## src/rtl/quaternion_rotation_unit_top_macros.svh

```systemverilog
// Assertion macros shared by the quaternion rotation unit.
`ifndef QUATERNION_ROTATION_UNIT_TOP_MACROS_SVH
`define QUATERNION_ROTATION_UNIT_TOP_MACROS_SVH

// Same-cycle implication, checked outside reset.
`define QRU_ASSERT_NOW(lbl, ante, cons, msg) \
    lbl: assert property (@(posedge i_clk) disable iff (!i_rst_n) (ante) |-> (cons)) \
        else $error(msg);

// Next-cycle implication, checked outside reset.
`define QRU_ASSERT_NEXT(lbl, ante, cons, msg) \
    lbl: assert property (@(posedge i_clk) disable iff (!i_rst_n) (ante) |=> (cons)) \
        else $error(msg);

`endif

```

## src/rtl/qru_mul.sv

```systemverilog
// Shared signed 33 x 33 multiplier with a registered product.
module qru_mul (
    input  logic               i_clk,
    input  logic signed [32:0] i_a,
    input  logic signed [32:0] i_b,
    output logic signed [63:0] o_p
);
    logic signed [63:0] r_p;

    // Operands never exceed 2^31 in magnitude, so 64 bits hold the product.
    always_ff @(posedge i_clk) begin
        r_p <= 64'(i_a * i_b);
    end

    assign o_p = r_p;
endmodule

```

## config.mk

```make
export PLATFORM = sky130hd
export DESIGN_NAME = qru_mul
export DESIGN_NICKNAME = d
export VERILOG_FILES = /design/src/rtl/quaternion_rotation_unit_top_macros.svh /design/src/rtl/qru_mul.sv
export SDC_FILE = /design/constraint.sdc
export NUM_CORES = 2
export LEC_CHECK = 0
export BUFFER_PORTS_ARGS = -buffer_cell sky130_fd_sc_hd__buf_2
export CORE_UTILIZATION = 50
export DETAILED_ROUTE_END_ITERATION = 7
export GPL_TIMING_DRIVEN = 0
export HOLD_SLACK_MARGIN = 0.08
export PLACE_DENSITY = 0.78
export SLEW_MARGIN = 10
export SYNTH_ARGS = -nofsm -noshare
export SYNTH_HDL_FRONTEND = slang
export SYNTH_SLANG_ARGS = --single-unit
```

## constraint.sdc

```tcl
create_clock -name i_clk -period 10.7 [get_ports i_clk]
set_clock_uncertainty 0.15 [all_clocks]
set_input_delay 2.675 -clock i_clk [delete_from_list [all_inputs] [get_ports i_clk]]
set_output_delay 2.675 -clock i_clk [all_outputs]
set_load 0.02 [all_outputs]
```

==> results by group <==
Run status
  • Status: finished, final reports clean

GRT
  • Largest net degree at the start of global routing: 25
  • Aggregate global routing overflow: 0
  • Initial antenna violation count: 19
  • Total track usage: 0.362
  • First-pass GRT wire length: around 210 mm
  • Vias in the first global route: around 33000

Clocking
  • Cts bufs inserted: 9
  • Max clock buf depth: 2
  • Clock-pin slew on the worst setup and hold paths: approximately 0.07 ns
  • Sink Count: 64
  • CTS tree: done
  • Root buffer cell: clkbuf_16
  • Hold Buf Count CTS: 0
  • H-tree depth: 3

Synthesis
  • Number of synthesized register bits: 64
  • Synth Warn #: 0
  • Largest area contributor in the netlist: fa_1
  • Synth Area per Inst: around 9.4 µm²
  • Main synth FF type: dfxtp_1
  • Share of the synthesized area in the top cell type: 0.569
  • Netlist Area Pre-Place: 0.0396 mm²
  • Post-synth cell types: 70
  • Mapped Cells: 4192
  • Largest cells by area after synthesis: fa_1, inv_1, and2_1, ha_1, nand2_1
  • Post-synth EDFFs: 0
  • Register area share after synthesis: 0.0324
  • Async SR Flop Fraction: 0
  • Syn nets: roughly 5600

Cells and area
  • Final #Nets: 5758
  • Area growth, synth to finish: 7.29%
  • Fillers: 6918
  • Post-layout util: 0.546
  • Seq. cell area: between 0.001 and 0.0015 mm²
  • Share of cells above drive strength 1: 0.0837
  • Area occupied by multi-input gates: 0.0336 mm²
  • Number of flip-flops in the largest register: 64

Setup path
  • Crit path max fanout: 10
  • Critical path arrival: roughly 11 ns
  • CP max-delay cell: clkbuf_1
  • CP most frequent cell: fa_1
  • Required time worst endpoint: 10.90 ns
  • Kind of critical path: in -> reg
  • CP Launch Type: input port
  • CP max stage delay: 0.87 ns
  • CP endpoint kind: flip-flop

Detailed routing
  • Detailed-route via count: 30573
  • Drt via density: 5.64
  • Routed len/inst: 25.7 µm
  • Post-route ant nets: 0
  • Detailed Route WL: 140 mm
  • 1st-iter DRT viols: 2988
  • DRT Pass-1 Iters: 6
  • DRC: 0

Timing
  • Final Setup Violations: 0
  • Max Clock Freq: between 90 and 100 MHz
  • WHS: 2.54 ns
  • Unrepaired setup endpoints after global routing: true
  • Hold Fails Final Rpt: 0
  • Worst slew pin tran: 1.13 ns
  • Final period util: 0.995
  • Final Critical Period: 10.65 ns
  • Relative slew slack: 0.246
  • Max-slew violation count: 0
  • Total negative slack: 0 ns

Min path
  • Worst Hold Class: in -> reg

Run
  • Number of max-cap violations: 0

Placement
  • Buffers added on ports: 130
  • Final GP Congestion: roughly 1.1
  • Detailed Place HPWL: 117 mm

Floorplanning
  • Die area: 0.0803 mm²
  • Initial Utilization: 0.509
  • Die width: between 200 and 300 µm
  • # IOs: 131
  • Row count: 102
  • Core ar.: 0.0778 mm²
  • Die Height: between 200 and 300 µm
## stage by stage
step | worst slack, ns | area [µm²] | cells
floorplan | 0.371 | 39600 | 4192
global placement | -2.44 | 41500 | 5362
detailed placement | -2.54 | 41500 | 5362
CTS | 0.00280 | 42100 | 5388
global route | -0.0593 | 42400 | 5403
finish | 0.0549 | 42500 | 5425
## cells in the final DEF, fill, tap and decap left out, types with 5 or more instances in the layout
cell          n
fa_1       1116
inv_1      1070
nand2_1     555
and2_1      553
ha_1        211
buf_2       137
clkbuf_2    116
dfxtp_1      64
clkbuf_1     62
a21oi_1      57
xnor2_1      51
nor2_1       32
nor2b_1      30
a21o_1       27
diode_2      26
buf_4        26
o21ai_0      25
xor2_1       25
nand3_1      19
nand2b_1     10
fa_2          9
clkbuf_16     9
buf_6         8
nor3_1        8
o21ai_1       7
o21bai_1      7
clkbuf_4      6
a211oi_1      6
nand4_1       6
a31oi_1       6
a21oi_2       5
## cell usage after synthesis (27+ instances only)
master    count
a21oi_1      60
fa_1       1125
clkbuf_1    202
inv_1      1076
a21o_1       27
ha_1        212
xnor2_1      51
dfxtp_1      64
nor2_1       32
nor2b_1      30
and2_1      553
nand2_1     557
## area by class of cell
| type | count | area share |
|---|---|---|
| diodes | 26 | 0.00153 |
| flip-flops and latches | 64 | 0.0302 |
| multi-input cells | 2843 | 0.791 |
| inverters | 1076 | 0.0953 |
| well taps | 1040 | 0.0306 |
| clock inverters | 7 | 0.00130 |
| clock buffers | 9 | 0.00530 |
| plain buffers | 205 | 0.0247 |
| repair buffers | 155 | 0.0203 |
## critical path: cells and delay by family
kind | cells | cell delay (ns)
compound gates | 7 | 1.71
fa+ha+maj | 9 | 3.98
buf+inv | 8 | 1.64
simple gates | 3 | 0.80
## worst paths after layout
path	to	cells after the start	startpoint
worst max-delay path	o_p[60]	27	i_a[2]
worst min-delay path	o_p[0]	2	i_b[0]
## routing by layer
metal  vias up  share of wire  GRT usage
met1     15598           0.34      0.432
met3       578           0.14      0.132
met4        12          0.090      0.262
met2      2136           0.43      0.540
met5         -         0.0015          0
li1      12249              -          -
## what timing repair did
action / CTS / global route
gates cloned: 0 / 0
setup buffers: 12 / 13
resized for setup: 95 / 214
pin swaps: 8 / 14
setup endpoints to repair: 21 / 22
## logic make-up (layout without fill, tap and decap cells)
kind of cell    count (synthesis)  in the layout  share of synthesized area
fa+ha+maj                    1337           1337                      0.636
other cells                     0             26                          0
simple gates                 1242           1242                      0.160
buf+inv                      1285           1452                      0.123
mux                             1              1                   0.000253
xor+xnor                       76             76                     0.0168
compound gates                187            187                     0.0326
flops                          64             64                     0.0324
Power is left out: the tool's default activity adds up to more than one toggle a clock period on the data nets, which glitch-free logic cannot reach.
