`src/rtl/quaternion_rotation_unit_top_macros.svh`:
```
// Assertion macros shared by the quaternion rotation unit.
`ifndef QUATERNION_ROTATION_UNIT_TOP_MACROS_SVH
`define QUATERNION_ROTATION_UNIT_TOP_MACROS_SVH

// Same-cycle implication, checked outside reset.
`define QRU_ASSERT_NOW(lbl, ante, cons, msg) \
    lbl: assert property (@(posedge i_clk) disable iff (!i_rst_n) (ante) |-> (cons)) \
        else $error(msg);

// Next-cycle implication, checked outside reset.
`define QRU_ASSERT_NEXT(lbl, ante, cons, msg) \
    lbl: assert property (@(posedge i_clk) disable iff (!i_rst_n) (ante) |=> (cons)) \
        else $error(msg);

`endif

```
`src/rtl/qru_pkg.sv`:
```
// Types, codes and helper functions of the quaternion rotation unit.
package qru_pkg;

    localparam int W_WORD = 32;

    localparam logic [1:0] FN_LOAD = 2'd0;
    localparam logic [1:0] FN_FROM = 2'd1;
    localparam logic [1:0] FN_TO   = 2'd2;
    localparam logic [1:0] FN_LERP = 2'd3;

    typedef struct packed {
        logic [1:0]               func;
        logic signed [W_WORD-1:0] word0;
        logic signed [W_WORD-1:0] word1;
        logic signed [W_WORD-1:0] word2;
        logic signed [W_WORD-1:0] word3;
        logic signed [W_WORD-1:0] word4;
        logic signed [W_WORD-1:0] word5;
        logic signed [W_WORD-1:0] word6;
        logic signed [W_WORD-1:0] word7;
        logic signed [W_WORD-1:0] word8;
        logic signed [W_WORD-1:0] progress;
    } t_in_item;

    typedef struct packed {
        logic signed [W_WORD-1:0] res0;
        logic signed [W_WORD-1:0] res1;
        logic signed [W_WORD-1:0] res2;
        logic signed [W_WORD-1:0] res3;
        logic signed [W_WORD-1:0] res4;
        logic signed [W_WORD-1:0] res5;
        logic signed [W_WORD-1:0] res6;
        logic signed [W_WORD-1:0] res7;
        logic signed [W_WORD-1:0] res8;
        logic                     bad;
    } t_out_item;

    typedef enum logic [3:0] {
        S_IDLE,
        S_MATSET,
        S_MUL,
        S_NORM,
        S_SQRT,
        S_DIVGO,
        S_DIV,
        S_FIN,
        S_MATOUT,
        S_DONE
    } t_state;

    typedef enum logic [1:0] {
        MO_SQ,
        MO_MAT,
        MO_DOT,
        MO_BLEND
    } t_mulop;

    typedef struct packed {
        logic               start;
        logic signed [63:0] num;
        logic [33:0]        den;
    } t_div_req;

    typedef struct packed {
        logic        start;
        logic [63:0] val;
    } t_sqrt_req;

    function automatic logic signed [31:0] f_sat32(input logic signed [63:0] v);
        if (v > 64'sd2147483647) begin
            return 32'sh7FFF_FFFF;
        end else if (v < -64'sd2147483648) begin
            return 32'sh8000_0000;
        end
        return v[31:0];
    endfunction

    // Component pairs of the nine products used to build the matrix:
    // xy, xz, xw, yz, yw, zw, xx, yy, zz (w = 0, x = 1, y = 2, z = 3).
    function automatic logic [1:0] f_mat_a(input logic [3:0] k);
        case (k)
            4'd0, 4'd1, 4'd2, 4'd6: return 2'd1;
            4'd3, 4'd4, 4'd7:       return 2'd2;
            4'd5, 4'd8:             return 2'd3;
            default:                return 2'd0;
        endcase
    endfunction

    function automatic logic [1:0] f_mat_b(input logic [3:0] k);
        case (k)
            4'd0, 4'd7:             return 2'd2;
            4'd1, 4'd3, 4'd8:       return 2'd3;
            4'd6:                   return 2'd1;
            default:                return 2'd0;
        endcase
    endfunction

endpackage

```
`src/rtl/qru_sqrt.sv`:
```
// Digit-by-digit integer square root, rounded to nearest, one digit per cycle.
module qru_sqrt (
    input  logic              i_clk,
    input  logic              i_rst_n,
    input  qru_pkg::t_sqrt_req i_req,
    output logic              o_done,
    output logic [32:0]       o_root
);
    import qru_pkg::*;

    logic [5:0]  r_cnt;
    logic        r_done;
    logic [63:0] r_rem;
    logic [63:0] r_res;
    logic [63:0] r_bit;
    logic [63:0] trial;
    logic        ge;

    assign trial = r_res + r_bit;
    assign ge    = r_rem >= trial;

    always_ff @(posedge i_clk) begin
        if (!i_rst_n) begin
            r_cnt  <= '0;
            r_done <= 1'b0;
        end else begin
            r_done <= (r_cnt == 6'd1);
            if (i_req.start) begin
                r_cnt <= 6'd32;
            end else if (r_cnt != 6'd0) begin
                r_cnt <= r_cnt - 6'd1;
            end
        end
    end

    always_ff @(posedge i_clk) begin
        if (i_req.start) begin
            r_rem <= i_req.val;
            r_res <= '0;
            r_bit <= 64'h4000_0000_0000_0000;
        end else if (r_cnt != 6'd0) begin
            r_rem <= ge ? r_rem - trial : r_rem;
            r_res <= ge ? (r_res >> 1) + r_bit : r_res >> 1;
            r_bit <= r_bit >> 2;
        end
    end

    // The remainder left over is the input minus the truncated root squared.
    assign o_root = 33'(r_res) + 33'(r_rem > r_res);
    assign o_done = r_done;
endmodule

```
`config.mk`:
```
export PLATFORM = sky130hd
export DESIGN_NAME = qru_sqrt
export DESIGN_NICKNAME = d
export VERILOG_FILES = /design/src/rtl/quaternion_rotation_unit_top_macros.svh /design/src/rtl/qru_pkg.sv /design/src/rtl/qru_sqrt.sv
export SDC_FILE = /design/constraint.sdc
export NUM_CORES = 1
export LEC_CHECK = 0
export BUFFER_PORTS_ARGS = -buffer_cell sky130_fd_sc_hd__buf_2
export CAP_MARGIN = 20
export CORE_ASPECT_RATIO = 0.6
export CORE_MARGIN = 3
export CORE_UTILIZATION = 46
export CTS_CLUSTER_DIAMETER = 30
export DETAILED_ROUTE_END_ITERATION = 7
export GPL_TIMING_DRIVEN = 0
export PLACE_DENSITY_LB_ADDON = 0.1
export SLEW_MARGIN = 30
export SYNTH_ARGS = -nofsm -noshare
export SYNTH_HDL_FRONTEND = slang
export SYNTH_SLANG_ARGS = --single-unit
```
`constraint.sdc`:
```
create_clock -name i_clk -period 5.9 [get_ports i_clk]
set_clock_uncertainty 0.1 [all_clocks]
set_input_delay 1.18 -clock i_clk [delete_from_list [all_inputs] [get_ports i_clk]]
set_output_delay 1.18 -clock i_clk [all_outputs]
set_load 0.02 [all_outputs]
```
==> flow_summary_export.csv <==
group,metric,value,unit
sta,slew-limit-headroom,29.42,%
worst_setup_path,start_kind,"flip-flop",
placement,place.gp.congestion,0.9811,
drt,wl_per_cell,24.32,um
global_routing,grt_use_met2,43.64,%
synthesis,synth_common_cells,"nand2_1 (307), ha_1 (198), a21oi_1 (188)",
synthesis,ys_seq_area_share,23.06,%
floorplanning,dieHeight,156.1,um
synthesis,synth.distinct_cells,82,
worst_setup_path,path_class,"reg2reg",
power_and_ir_drop,combPwrFrac,74.3,%
sta,drv_slew,0,
power_and_ir_drop,switching_power,7.568,mW
synthesis,yosysMostFrequentCell,"nand2_1",
sta,rsz0062_at_grt,"true",
power_and_ir_drop,p_int,6.209,mW
sta,timing.final.crit_period,5.899,ns
sta,worst_slew_pin_slew,1.059,ns
clocking,hold_buffers,0,
synthesis,syn_area_per_cell,7.580,um^2
clocking,clk_latency,0.47,ns
global_routing,grt_use_met1,54.37,%
drt,totalWireLength,72.19,mm
synthesis,ys_ff_latch,167,
worst_setup_path,ff2ff_setup_slack,0.001,ns
drt,ant_nets,0,
floorplanning,die-area,39990,um^2
finish,syn_to_final_growth,20.38,%
global_routing,busiest_layer,"met1",
finish,drive_above_1_share,18.47,%
power_and_ir_drop,clockPowerShare,8.8,%
synthesis,synth_top_area_share,14.34,%
floorplanning,start_util,47.09,%
worst_hold_path,hold_class,"reg2reg",
synthesis,syn-num-nets,2545,
clocking,cts_sinks,167,
floorplanning,num_rows,54,
power_and_ir_drop,pwr-share-seq,16.9,%
global_routing,grt_max_degree,34,
synthesis,synth_edf_count,64,
worst_setup_path,required,6.13,ns
sta,setup_viol,0,
status,status,"finished clean",
sta,fmax,169.5,MHz
placement,io_buffers,99,
clocking,cts_tree,"built",
power_and_ir_drop,powerDensity,662.5,nW/um^2
drt,num_vias,18770,
synthesis,synthCells,2279,
worst_setup_path,critical_path_peak_fanout,10,
finish,antenna_cells,0,
clocking,cts_max_path_buffers,2,
synthesis,yosysWarnings,0,
clocking,root_buffer,"clkbuf_16",
finish,nNetsFinal,2717,
placement,place_area,18430,um^2
clocking,htreeDepth,4,
sta,holdWs,0.4048,ns
synthesis,synth_area,17280,um^2
synthesis,synth_area_leader_cell,"ha_1",
sta,fin_crit_sh,99.98,%
synthesis,async_reset_ff_share,0,%
global_routing,grt_pass1_vias,16800,
synthesis,synthTopCellsByArea,"ha_1 (14%), dfxtp_1 (12%), edfxtp_1 (11%), xnor2_1 (6.7%), nand2_1 (6.7%)",
global_routing,grt_pass1_wl,105.6,mm
drt,viasPerCell,6.322,
clocking,clkTransAtPathRegs,0.08,ns
floorplanning,die_w,256.2,um
power_and_ir_drop,vdd_drop_max,0.3728,mV
placement,dp_hpwl,55.26,mm
job,max_cap_viol_count,0,
global_routing,grt_usage,34.63,%
drt,drtIter0Drc,2262,
worst_setup_path,arrival,6.13,ns
synthesis,ys.flop_type,"dfxtp_1",
global_routing,gr-total-overflow,0,
worst_setup_path,end_kind,"flip-flop",
clocking,cts_buffers,17,
drt,drt_first_pass_iters,5,
floorplanning,core,36690,um^2
power_and_ir_drop,leakage,8.087,nW
drt,drc,0,
finish,final_cell_area,20800,um^2
sta,finalHoldViolCount,0,
global_routing,antenna_found_initial,2,
power_and_ir_drop,swShare,54.93,%
floorplanning,pin_count,101,
global_routing,use_met3,13.33,%
## per-stage QoR
step	setup WS [ns]	cells	total power [mW]	util, %	setup TNS (ns)
final	0.001231	2968	13.78	56.68	0
after global routing	-0.06738	2968	14.58	56.68	-0.4060
after detailed placement	-2.206	2883	10.98	50.24	-235.66
after CTS	-0.09661	2938	12.82	54.35	-0.09661
after global placement	-2.471	2882	10.87	50.16	-275.21
after floorplan	0.3184	2279	8.198	-	0
## sequential cells by signal, indices dropped and copies added, names as in the netlist
signal  cells
r_cnt       6
r_res      64
o_done      1
r_rem      64
r_bit      32
## final cells by class
| class | instances | area (um^2) |
|---|---|---|
| multi-input cells | 1886 | 13480 |
| fillers | 3538 | 15890 |
| flip-flops and latches | 167 | 4023 |
| clock inverters | 12 | 112.6 |
| repair buffers | 162 | 1031 |
| well taps | 504 | 630.6 |
| clock buffers | 20 | 467.9 |
| plain buffers | 113 | 644.4 |
| inverters | 104 | 402.9 |
## layer usage
metal  vias up  share of wire [%]
li1       8676                  -
met2      1009                 36
met3        64                 13
met5         -               0.12
met1      9012                 49
met4         4                1.2
## cells in the final DEF (no fill, tap or decap), types with 8 or more instances in the layout
master     instances
o21bai_1          33
a21oi_1          170
buf_6             10
buf_2            113
inv_1             99
clkbuf_2          11
buf_4             71
a21oi_2           11
nand2b_1          14
a21o_1            64
clkbuf_1          57
nand3_1           51
nand2_1          297
o21ai_1            9
o21a_1            14
and2_1            16
ha_1             177
a311oi_1          13
a21oi_4            9
and3_1            23
a311oi_2           8
clkbuf_16         19
ha_4              15
dfxtp_2           16
or3_1             20
a211oi_1          41
xnor2_1          127
a31oi_1           51
o21ai_0          169
nor2_1           159
o211ai_1          16
nand4_1           63
nor3_1            43
edfxtp_1          64
nor2b_1           15
xor2_1            47
a31o_2            12
dfxtp_1           82
and4_1             8
## final timing paths
path,startpoint,end,cells past startpoint
worst max-delay path,r_res[22],r_res[32],24
worst min-delay path,r_bit[40],r_bit[40],2
worst max register to register,r_res[22],r_res[32],24
worst min register to register,r_bit[40],r_bit[40],2
## cells by family after synthesis
kind of cell,Yosys count,synth area share [%]
AOI/OAI and AO/OA,723,26.62
xor gates and xnor gates,183,9.278
adders and majority gates,199,14.46
buffers and inverters,227,5.331
DFF,167,23.06
muxes,11,0.6881
and+or+nand+nor,769,20.57
## power groups by stage
stage | Clock, mW | Sequential, mW | Combinational, mW
detailed placement | 0 | 2.28 | 8.71
finish | 1.21 | 2.33 | 10.2
global placement | 0 | 2.29 | 8.58
floorplan | 0 | 2.09 | 6.10
global route | 1.26 | 2.36 | 11.0
CTS | 1.21 | 2.27 | 9.35
## worst max-delay path, cell delays in order, from the launching register on
cell	delay, ns
dfxtp_4	0.38
ha_4	0.30
a31o_2	0.17
a31oi_1	0.11
o31ai_2	0.27
a31oi_2	0.10
or4_4	0.54
o21bai_4	0.18
a41o_4	0.29
a21o_4	0.19
a21oi_4	0.08
buf_4	0.19
buf_4	0.13
xor2_2	0.16
ha_1	0.33
nand2_2	0.09
nor3_1	0.54
a211o_1	0.31
a21oi_4	0.12
buf_4	0.17
nand2_4	0.14
buf_6	0.20
buf_6	0.19
nand2_1	0.11
a221oi_4	0.37
## what timing repair did
action,in CTS,in global routing
gates resized for setup,158,150
endpoints found under the setup margin,183,165
cloned,1,1
setup buffers,28,33
pin swaps,41,68
Power figures use the tool's default switching activity.
