## config.mk

```make
export PLATFORM = sky130hd
export DESIGN_NAME = qru_div
export DESIGN_NICKNAME = d
export VERILOG_FILES = /design/src/rtl/quaternion_rotation_unit_top_macros.svh /design/src/rtl/qru_pkg.sv /design/src/rtl/qru_div.sv
export SDC_FILE = /design/constraint.sdc
export NUM_CORES = 1
export LEC_CHECK = 0
export BUFFER_PORTS_ARGS = -buffer_cell sky130_fd_sc_hd__buf_4
export CORE_ASPECT_RATIO = 1.75
export CORE_UTILIZATION = 30
export DETAILED_ROUTE_END_ITERATION = 6
export GPL_TIMING_DRIVEN = 0
export PLACE_DENSITY = 0.44
export SYNTH_ARGS = -nofsm -noshare
export SYNTH_HDL_FRONTEND = slang
export SYNTH_SLANG_ARGS = --single-unit
export TNS_END_PERCENT = 30
```

## constraint.sdc

```tcl
create_clock -name i_clk -period 6.7 [get_ports i_clk]
set_input_delay 0.67 -clock i_clk [delete_from_list [all_inputs] [get_ports i_clk]]
set_output_delay 0.67 -clock i_clk [all_outputs]
set_load 0.005 [all_outputs]
```

## src/rtl/quaternion_rotation_unit_top_macros.svh

```systemverilog
// Assertion macros shared by the quaternion rotation unit.
`ifndef QUATERNION_ROTATION_UNIT_TOP_MACROS_SVH
`define QUATERNION_ROTATION_UNIT_TOP_MACROS_SVH

// Same-cycle implication, checked outside reset.
`define QRU_ASSERT_NOW(lbl, ante, cons, msg) \
    lbl: assert property (@(posedge i_clk) disable iff (!i_rst_n) (ante) |-> (cons)) \
        else $error(msg);

// Next-cycle implication, checked outside reset.
`define QRU_ASSERT_NEXT(lbl, ante, cons, msg) \
    lbl: assert property (@(posedge i_clk) disable iff (!i_rst_n) (ante) |=> (cons)) \
        else $error(msg);

`endif

```

## src/rtl/qru_pkg.sv

```systemverilog
// Types, codes and helper functions of the quaternion rotation unit.
package qru_pkg;

    localparam int W_WORD = 32;

    localparam logic [1:0] FN_LOAD = 2'd0;
    localparam logic [1:0] FN_FROM = 2'd1;
    localparam logic [1:0] FN_TO   = 2'd2;
    localparam logic [1:0] FN_LERP = 2'd3;

    typedef struct packed {
        logic [1:0]               func;
        logic signed [W_WORD-1:0] word0;
        logic signed [W_WORD-1:0] word1;
        logic signed [W_WORD-1:0] word2;
        logic signed [W_WORD-1:0] word3;
        logic signed [W_WORD-1:0] word4;
        logic signed [W_WORD-1:0] word5;
        logic signed [W_WORD-1:0] word6;
        logic signed [W_WORD-1:0] word7;
        logic signed [W_WORD-1:0] word8;
        logic signed [W_WORD-1:0] progress;
    } t_in_item;

    typedef struct packed {
        logic signed [W_WORD-1:0] res0;
        logic signed [W_WORD-1:0] res1;
        logic signed [W_WORD-1:0] res2;
        logic signed [W_WORD-1:0] res3;
        logic signed [W_WORD-1:0] res4;
        logic signed [W_WORD-1:0] res5;
        logic signed [W_WORD-1:0] res6;
        logic signed [W_WORD-1:0] res7;
        logic signed [W_WORD-1:0] res8;
        logic                     bad;
    } t_out_item;

    typedef enum logic [3:0] {
        S_IDLE,
        S_MATSET,
        S_MUL,
        S_NORM,
        S_SQRT,
        S_DIVGO,
        S_DIV,
        S_FIN,
        S_MATOUT,
        S_DONE
    } t_state;

    typedef enum logic [1:0] {
        MO_SQ,
        MO_MAT,
        MO_DOT,
        MO_BLEND
    } t_mulop;

    typedef struct packed {
        logic               start;
        logic signed [63:0] num;
        logic [33:0]        den;
    } t_div_req;

    typedef struct packed {
        logic        start;
        logic [63:0] val;
    } t_sqrt_req;

    function automatic logic signed [31:0] f_sat32(input logic signed [63:0] v);
        if (v > 64'sd2147483647) begin
            return 32'sh7FFF_FFFF;
        end else if (v < -64'sd2147483648) begin
            return 32'sh8000_0000;
        end
        return v[31:0];
    endfunction

    // Component pairs of the nine products used to build the matrix:
    // xy, xz, xw, yz, yw, zw, xx, yy, zz (w = 0, x = 1, y = 2, z = 3).
    function automatic logic [1:0] f_mat_a(input logic [3:0] k);
        case (k)
            4'd0, 4'd1, 4'd2, 4'd6: return 2'd1;
            4'd3, 4'd4, 4'd7:       return 2'd2;
            4'd5, 4'd8:             return 2'd3;
            default:                return 2'd0;
        endcase
    endfunction

    function automatic logic [1:0] f_mat_b(input logic [3:0] k);
        case (k)
            4'd0, 4'd7:             return 2'd2;
            4'd1, 4'd3, 4'd8:       return 2'd3;
            4'd6:                   return 2'd1;
            default:                return 2'd0;
        endcase
    endfunction

endpackage

```

## src/rtl/qru_div.sv

```systemverilog
// Restoring divider, one quotient bit per cycle, rounds half away from zero.
module qru_div (
    input  logic               i_clk,
    input  logic               i_rst_n,
    input  qru_pkg::t_div_req  i_req,
    output logic               o_done,
    output logic signed [31:0] o_quo
);
    import qru_pkg::*;

    logic [6:0]  r_cnt;
    logic        r_done;
    logic        r_neg;
    logic [63:0] r_mag;
    logic [33:0] r_rem;
    logic [33:0] r_den;
    logic [34:0] rem_sh;
    logic        ge;
    logic [63:0] num_mag;

    assign num_mag = i_req.num[63] ? 64'(-i_req.num) : 64'(i_req.num);
    assign rem_sh  = {r_rem, r_mag[63]};
    assign ge      = rem_sh >= {1'b0, r_den};

    always_ff @(posedge i_clk) begin
        if (!i_rst_n) begin
            r_cnt  <= '0;
            r_done <= 1'b0;
        end else begin
            r_done <= (r_cnt == 7'd1);
            if (i_req.start) begin
                r_cnt <= 7'd64;
            end else if (r_cnt != 7'd0) begin
                r_cnt <= r_cnt - 7'd1;
            end
        end
    end

    // The dividend register turns into the quotient as bits shift through.
    always_ff @(posedge i_clk) begin
        if (i_req.start) begin
            r_neg <= i_req.num[63];
            r_mag <= num_mag + 64'(i_req.den >> 1);
            r_den <= i_req.den;
            r_rem <= '0;
        end else if (r_cnt != 7'd0) begin
            r_mag <= {r_mag[62:0], ge};
            r_rem <= ge ? 34'(rem_sh - {1'b0, r_den}) : rem_sh[33:0];
        end
    end

    always_comb begin
        if (r_neg) begin
            o_quo = (r_mag > 64'h8000_0000) ? 32'sh8000_0000 : 32'(-r_mag);
        end else begin
            o_quo = (r_mag > 64'h7FFF_FFFF) ? 32'sh7FFF_FFFF : r_mag[31:0];
        end
    end

    assign o_done = r_done;
endmodule

```

==> results of run 1 <==
[kinds of logic (layout without fill, tap and decap cells)]
group	Yosys count	after routing	share of synthesized area [%]
buffers and inverters	160	322	4.76
DFF	141	141	29.3
xor gates and xnor gates	113	113	7.61
adders and majority gates	73	73	7.14
muxes	36	36	3.08
and+or+nand+nor	571	571	22.4
AOI/OAI and AO/OA	476	476	25.6
[placed cells by master, fill, tap and decap left out, types with 55 or more instances in the layout]
master | netlist | routed
nand2_1 | 150 | 149
nor2_1 | 134 | 134
buf_4 | 0 | 130
o21ai_0 | 107 | 105
edfxtp_1 | 99 | 99
a21oi_1 | 86 | 86
inv_1 | 83 | 83
xnor2_1 | 74 | 74
ha_1 | 71 | 71
clkbuf_1 | 66 | 66
nor3_1 | 55 | 55
[sequential cells by signal, summed over array words and instances (netlist names)]
name	cells
r_den	34
r_cnt	7
r_mag	64
r_rem	34
o_done	1
r_neg	1
[Yosys cell counts (all sizes together), types with 28 or more instances]
master,number,area (um^2)
a211oi,32,240
a21o,35,263
a21oi,86,430
clkbuf,66,248
dfxtp,42,841
edfxtp,99,2970
ha,71,888
inv,83,312
mux2,32,360
nand2,150,563
nand3,36,185
nor2,134,503
nor3,57,295
nor4,32,245
o21ai,107,536
o311ai,28,245
xnor2,74,648
xor2,39,342
[where the power goes]
part           total (mW)  switching, mW  internal, mW
logic                2.72           1.70          1.01
registers            1.67          0.349          1.32
clock network        1.02          0.429         0.590
[routing by layer]
layer,up-vias,global-route usage [%],routed length [um]
met5,-,0,0
met4,0,16.9,3750
met3,139,2.45,1560
met2,385,52.5,32500
met1,6345,23.4,19100
li1,6268,-,-
[per-stage QoR]
| step | area (um^2) | setup WS [ns] | hold slack, ns |
|---|---|---|---|
| after floorplan | 13000 | 1.76 | 0.446 |
| after global placement | 14700 | -0.657 | 0.470 |
| after detailed placement | 14700 | -0.673 | 0.480 |
| after CTS | 15300 | 0.0472 | 0.388 |
| after global routing | 15300 | -0.0689 | 0.388 |
| final | 15300 | 0.297 | 0.397 |
[layout make-up]
type / instances / area (um^2) / share of cell area, %
multi-input cells: 1269 / 8580 / 56.0
clock inverters: 8 / 62.6 / 0.408
plain buffers: 76 / 307 / 2.00
flip-flops and latches: 141 / 3810 / 24.9
clock buffers: 24 / 558 / 3.64
repair buffers: 130 / 976 / 6.37
well taps: 561 / 702 / 4.58
inverters: 84 / 315 / 2.06
[path summary, 6_finish.rpt]
check        startpoint         to  slack (ns)  cells after the start
min reg2reg   r_rem[27]  r_rem[27]        0.49                      2
max reg2reg    r_rem[4]  r_rem[17]        1.91                     12
max           i_req[97]  r_mag[48]        0.30                     18
min            i_req[0]   r_den[0]        0.40                      1
[repair_timing]
item | 4_1_cts | 5_1_grt
gates resized for setup | 2 | 4
gates cloned | 0 | 0
endpoints found under the setup margin | 12 | 26
==> summary.md, run 1 <==
| Metric | Value |
|---|---|
| YS warnings | 0 |
| Startpoint types | input port |
| Initial antenna violation count | 0 |
| # IOs | 134 |
| Via density | roughly 5.7 |
| Delay-heaviest family, CP | buffers and inverters |
| Drt wl/cell | between 20 and 25 um |
| Placer Congestion | between 0.9 and 1 |
| Layout Cells excl Fill | about 2300 |
| Final min period | 6.40 ns |
| Vias in the first global route | 13400 |
| DRC | 0 |
| H-tree levels | 4 |
| RSZ-0062 raised after global routing | true |
| # port buffers | 130 |
| Setup TNS | 0 ns |
| Top_reg_cell synth | edfxtp_1 |
| Worst Skew | 0.0150 ns |
| Vias | around 13000 |
| Num CTS Buffers | 17 |
| Clk_lat worst skew | about 0.46 ns |
| CP max stage delay | about 0.53 ns |
| Layout area overhead | 17.8% |
| # Post-CTS Setup Buffers | 0 |
| # placed instances | approximately 2300 |
| Slew HR | 20.6% |
| Rows | 100 |
| Fillers | 4453 |
| Final ANT Viol Nets | 0 |
| # nets final | roughly 1900 |
| Slowest cell on the critical path | fa_1 |
| Largest vdd supply drop | 210 uV |
| Critical path, cell by cell | buf_4 > clkbuf_1 > clkbuf_1 > clkbuf_2 > clkbuf_2 > clkbuf_1 > o21ai_0 > fa_1 > a211oi_1 > o21ai_1 > nand4b_1 > and3_1 > a311oi_1 > o21ai_0 > clkbuf_1 > nor4b_1 > xnor2_1 > mux2_2 |
| Leakage | 5.95 nW |
| CTS Root Cell | clkbuf_16 |
| Pin count of the biggest net entering global routing | 65 |
| Crit path arrival time | approximately 6.7 ns |
| Layout cell share with drive strength beyond 1 | between 10% and 20% |
| Fin util | a little over a third |
| Clk buf depth | 2 |
| Worst Hold Class | input port to register |
| Max Fclk | about 160 MHz |
| Syn Area/Cell | 8.28 um^2 |
| Initial DRC count | 732 |
| Synth Cell Area | 13000 um^2 |
| Total track usage | 25.7% |
| Initial Utilization | 30.5% |
| Final cycle utilization of the critical path | 95.6% |
| Critical path endpoint category | register |
| Req. time, crit path | 7.03 ns |
| DRT Wirelength | around 57 mm |
| Final setup violation count | 0 |
| Detail Placement HPWL | ~46 mm |
| CTS tree | built |
| Sequential-to-total area share from yosys stat | slightly below 30% |
| Distinct cells, synth | 82 |
| Post-synth ARST share | 0% |
| WP buf/inv | 7 |
| Seq cells post-synth | 141 |
| Critical Path Fanout Max | 10 |
| Diodes inserted | 0 |
| Crit-path most repeated cell | clkbuf_1 |
| Crit Path Class | input port to register |
| Worst-path clk slew | 0.07 ns |
| Die X | between 150 and 200 um |
| Hold buffer count at CTS | 0 |
| Total power | ~5.4 mW |
| Die span in y | between 200 and 300 um |
| MaxCap Viol Count | 0 |
| Post-synth EDFFs | 99 |
| Pwr per Cell Area | roughly 350 nW/um^2 |
| First-pass GRT wire length | ~84 mm |
| Placeable Area | 42700 um^2 |
| Worst-Margin Slew | 1.18 ns |
| Clk sinks | around 140 |
| Endpoints failing hold | 0 |
| DR pass1 iterations | 5 |
| Status | finished, final reports clean |
| Syn nets | approximately 1700 |
| Die area | ~44000 um^2 |
| Gr ovfl total | 0 |
| Fin. max-slew vios | 0 |
| Number of cells produced by synthesis | about 1600 |
Power figures use the tool's default switching activity.
==> run 2, diff against run 1 <==
REMOVE_ABC_BUFFERS = 1   (was default)
==> run 2 against run 1 <==
Sequential cell count unchanged. Via count is 4.5% lower. Combinational power fell by 6%. Hold slack better by 0.00084 ns. Final cell count fell by 2.7%. Highest routed layer unchanged.
==> summary.md, run 2 (synthesized netlist as in run 1, its figures left out) <==
| Metric | Value |
|---|---|
| Num CTS Buffers | 17 |
| RSZ-0062 raised after global routing | false |
| Final min period | just over 6 ns |
| Final setup violation count | 0 |
| CTS tree | built |
| Slowest cell on the critical path | nand4_1 |
| Pin count of the biggest net entering global routing | between 80 and 90 |
| DRC | 0 |
| Hold_ws | between 0.3 and 0.4 ns |
| Layout area overhead | 17.1% |
| # Post-CTS Setup Buffers | 0 |
| Max Fclk | ~160 MHz |
| Worst-Margin Slew | 1.31 ns |
| Die X | between 150 and 200 um |
| Final instance area | ~15000 um^2 |
| Largest register by flop count | r_mag |
| DRT Wirelength | approximately 48 mm |
| Total track usage | a little over a fifth |
| Fillers | around 4400 |
| Crit Path Class | input port to register |
| Slew HR | 12.7% |
| Crit-path most repeated cell | o31a_1 |
| Status | finished, final reports clean |
| Clk buf depth | 2 |
| Vias in the first global route | 12600 |
| Rows | 100 |
| Layout cell share with drive strength beyond 1 | 14.6% |
| MaxCap Viol Count | 0 |
| Fin. max-slew vios | 0 |
| Req. time, crit path | around 7 ns |
| Hold buffer count at CTS | 0 |
| Final ANT Viol Nets | 0 |
| H-tree levels | 4 |
| First-pass GRT wire length | approximately 73 mm |
| Final cycle utilization of the critical path | around nine tenths |
| # nets final | between 1500 and 2000 |
| DR pass1 iterations | 5 |
| Endpoints failing hold | 0 |
| Vias | roughly 13000 |
| Critical Path Fanout Max | 16 |
| Initial Utilization | a little under a third |
| Pwr per Cell Area | roughly 340 nW/um^2 |
| # port buffers | approximately 130 |
| Die area | 44200 um^2 |
| CTS Root Cell | clkbuf_16 |
| Placer Congestion | 0.902 |
| Worst Hold Class | input port to register |
| Initial DRC count | ~600 |
| Final setup margin | 0.636 ns |
| Max FFs per register | 64 |
| Worst-path clk slew | 0.07 ns |
| Dpl ws | -0.383 ns |
| Critical path endpoint category | register |
| Drt wl/cell | 21.3 um |
| Startpoint types | input port |
| Clk sinks | about 140 |
| Commonest non-fill, non-tap cell in the layout | nand2_1 |
| Via density | between 5 and 6 |
| Die span in y | between 200 and 300 um |
| Post-CTS sizing | 0 |
| Layout Cells excl Fill | 2231 |
| Commonest non-fill, non-tap cells in the layout | 148 x nand2_1, 134 x nor2_1, 133 x buf_4 |
| Placeable Area | between 40000 and 50000 um^2 |
| Initial antenna violation count | 3 |
| # IOs | approximately 130 |
| Leakage | just under 6 nW |
| Largest registers | r_mag: 64 flops, r_den: 34 flops, r_rem: 34 flops |
| Gr ovfl total | 0 |
| Clk_lat worst skew | approximately 0.45 ns |
| WP buf/inv | 2 |
| Critical path, cell by cell | buf_4 > nor4_4 > nand4_1 > or3_1 > o31a_1 > xor2_1 > ha_1 > a21oi_1 > a21boi_0 > o22ai_1 > o31a_1 > a311oi_1 > o21ai_1 > buf_4 > nand4bb_1 > o31a_1 > o31ai_1 |
| Detail Placement HPWL | between 30 and 40 mm |
| Placed instance area | between 10000 and 15000 um^2 |
| Worst Skew | approximately 0.012 ns |
| Crit path arrival time | around 6.3 ns |
| Largest vdd supply drop | approximately 190 uV |
| Delay-heaviest family, CP | simple AND/OR/NAND/NOR gates |
| # placed instances | 2196 |
| CP max stage delay | roughly 0.83 ns |
-- run 2: power breakdown --
| part | total, mW | switching [mW] | internal [mW] |
|---|---|---|---|
| logic | 2.55 | 1.49 | 1.06 |
| registers | 1.66 | 0.346 | 1.32 |
| clock network | 1.03 | 0.408 | 0.622 |
| total | 5.24 | 2.25 | 3.00 |
-- run 2: path summary, 6_finish.rpt --
check	from	to	slack, ns	cells after the start
max	i_req[38]	r_mag[58]	0.64	17
min	i_req[0]	r_den[0]	0.40	1
max reg2reg	r_mag[63]	r_rem[19]	2.43	10
min reg2reg	r_rem[1]	r_rem[1]	0.48	2
-- run 2: final cells by class --
cell class / count / area, um^2 / area share, %
inverter: 84 / 317 / 2.08
sequential: 141 / 3810 / 25.0
clock buffer: 17 / 425 / 2.79
clock inverter: 15 / 194 / 1.27
multi-input combinational: 1269 / 8600 / 56.5
antenna: 3 / 7.51 / 0.0493
tap: 561 / 702 / 4.61
timing repair buffer: 141 / 1170 / 7.66
-- run 2: stage by stage --
stage	total power [mW]	utilization [%]	TNS, ns
after global routing	5.62	35.7	0
after CTS	5.30	35.7	0
after floorplan	3.28	-	0
after detailed placement	4.24	34.2	-2.55
final	5.24	35.7	0
after global placement	4.17	33.7	-94.24
-- run 2: routing by layer --
metal / track usage [%] / share of wire (%) / vias to the layer above
met4: 12.6 / 4.9 / 0
met2: 43.5 / 57 / 321
met5: 0 / 0 / -
li1: - / - / 6147
met1: 20.6 / 35 / 5989
met3: 2.47 / 3.2 / 90
==> run 3, diff against run 2 <==
==> constraint.sdc (replaced) <==
create_clock -name i_clk -period 6.7 [get_ports i_clk]
set_input_delay 1.005 -clock i_clk [delete_from_list [all_inputs] [get_ports i_clk]]
set_output_delay 1.005 -clock i_clk [all_outputs]
set_load 0.005 [all_outputs]
==> run 3 against run 2 <==
Non-clock buffer count is 3 higher. Global-route usage stayed put. Register-to-register slack hardly changed. Clock power hardly changed. Sequential share of layout area is 0.053 points lower. Critical endpoint unchanged. Highest routed layer unchanged.
==> summary.md, run 3 (synthesized netlist as in run 1, its figures left out) <==
| Metric | Value |
|---|---|
| CTS tree | built |
| # IOs | roughly 130 |
| Commonest non-fill, non-tap cells in the layout | 147 x nand2_1, 136 x buf_4, 134 x nor2_1 |
| Fin. max-slew vios | 0 |
| First-pass GRT wire length | 72.9 mm |
| Final setup margin | ~0.45 ns |
| Req. time, crit path | between 6 and 7 ns |
| Final cycle utilization of the critical path | 93.2% |
| Layout area overhead | 17.4% |
| Die X | 159 um |
| Worst-Margin Slew | between 1 and 1.5 ns |
| Rows | 100 |
| Fillers | about 4400 |
| Clk sinks | roughly 140 |
| Area occupied by registers | around 3800 um^2 |
| RSZ-0062 raised after global routing | false |
| DRT Wirelength | ~48 mm |
| Crit Path Class | input port to register |
| Dpl ws | -0.718 ns |
| Vias in the first global route | 12600 |
| Pin count of the biggest net entering global routing | 87 |
| Crit path arrival time | around 6.5 ns |
| Max Fclk | 160 MHz |
| Final setup violation count | 0 |
| Worst Hold Class | register to register |
| Multi-input gate area | between 8000 and 9000 um^2 |
| Via density | between 5 and 6 |
| Final min period | around 6.2 ns |
| Leakage | approximately 6.0 nW |
| Endpoints failing hold | 0 |
| CTS Root Cell | clkbuf_16 |
| Gr ovfl total | 0 |
| Largest registers | r_mag: 64 flops, r_den: 34 flops, r_rem: 34 flops |
| Commonest non-fill, non-tap cell in the layout | nand2_1 |
| Total track usage | 21.6% |
| # port buffers | about 130 |
| Initial Utilization | about 30% |
| Hold buffer count at CTS | 0 |
| Clk buf depth | 2 |
| Detail Placement HPWL | between 30 and 40 mm |
| Critical path endpoint category | register |
| Fin util | 35.8% |
| Startpoint types | input port |
| # placed instances | approximately 2200 |
| Num CTS Buffers | 17 |
| Vias | ~13000 |
| Initial DRC count | 645 |
| Worst Skew | ~0.012 ns |
| Placer Congestion | approximately 0.9 |
| Clk_lat worst skew | roughly 0.45 ns |
| Layout cell share with drive strength beyond 1 | 14.9% |
| Die span in y | approximately 280 um |
| Slew HR | around a tenth |
| Critical Path Fanout Max | 11 |
| Status | finished, final reports clean |
| Largest vdd supply drop | 195 uV |
| Final ANT Viol Nets | 0 |
| DR pass1 iterations | 5 |
| Die area | approximately 44000 um^2 |
| Worst-path clk slew | 0.06 ns |
| Placeable Area | 42700 um^2 |
| H-tree levels | 4 |
| Largest register by flop count | r_mag |
| Pwr per Cell Area | 344 nW/um^2 |
| Initial antenna violation count | 3 |
| # nets final | roughly 1800 |
| Drt wl/cell | 21.3 um |
| MaxCap Viol Count | 0 |
| DRC | 0 |
| Hold_ws | roughly 0.48 ns |
| Max FFs per register | 64 |
| Layout Cells excl Fill | 2234 |
run 3: cell count changes in the layout (fill, tap and decap cells not counted), sizes merged:
cell | previous run | this run
buf | 141 | 144
run 3: worst max-delay path, cell delays in order:
cell and delay, ns:
buf_4 0.13, nor4_4 0.47, nand2_1 0.22, or3_1 0.44
or4_1 0.58, nand2_1 0.12, xnor2_1 0.10, ha_1 0.37
and4_1 0.31, nand2_1 0.07, nand4b_1 0.24, and3_1 0.32
a311oi_1 0.56, o21ai_1 0.19, buf_4 0.23, nand4bb_1 0.47
o31a_1 0.40, o31ai_1 0.26
run 3: cell type report:
class / count / area share, %
Antenna cell: 3 / 0.0492
Clock buffer: 17 / 2.79
Clock inverter: 15 / 1.27
Inverter: 84 / 2.07
Multi-Input combinational cell: 1269 / 56.4
Sequential cell: 141 / 25.0
Tap cell: 561 / 4.60
Timing Repair Buffer: 144 / 7.79
run 3: through the flow:
| step | setup TNS, ns | cell area (um^2) | total power [mW] |
|---|---|---|---|
| global route | 0 | 15300 | 5.63 |
| finish | 0 | 15300 | 5.25 |
| global placement | -102.88 | 14400 | 4.17 |
| detailed placement | -7.31 | 14600 | 4.24 |
| CTS | 0 | 15200 | 5.30 |
| floorplan | 0 | 12700 | 3.28 |
run 3: path summary, 6_finish.rpt:
kind                                   to  startpoint  cells past startpoint  slack [ns]
worst min register to register   r_rem[1]    r_rem[1]                      2        0.48
worst max register to register  r_rem[19]   r_mag[63]                     10        2.44
worst min-delay path             r_rem[1]    r_rem[1]                      2        0.48
worst max-delay path            r_mag[58]   i_req[38]                     18        0.45
run 3: timing repair:
item	4_1_cts	5_1_grt
pin swaps	0	1
buffers inserted	0	3
gates resized for setup	1	3
endpoints found under the setup margin	8	38
run 3: routing by layer:
layer  vias to the layer above  GRT usage, %  part of all wire [%]
met4                         0          12.6                   5.0
met3                        92          2.47                   3.3
met5                         -             0                     0
li1                       6149             -                     -
met2                       323          43.5                    56
met1                      6007          20.6                    35
run 3: power breakdown:
part           internal, mW  leakage (nW)  switching [mW]
Clock                 0.621         0.301           0.407
Combinational          1.06          4.30            1.49
Sequential             1.32          1.35           0.350
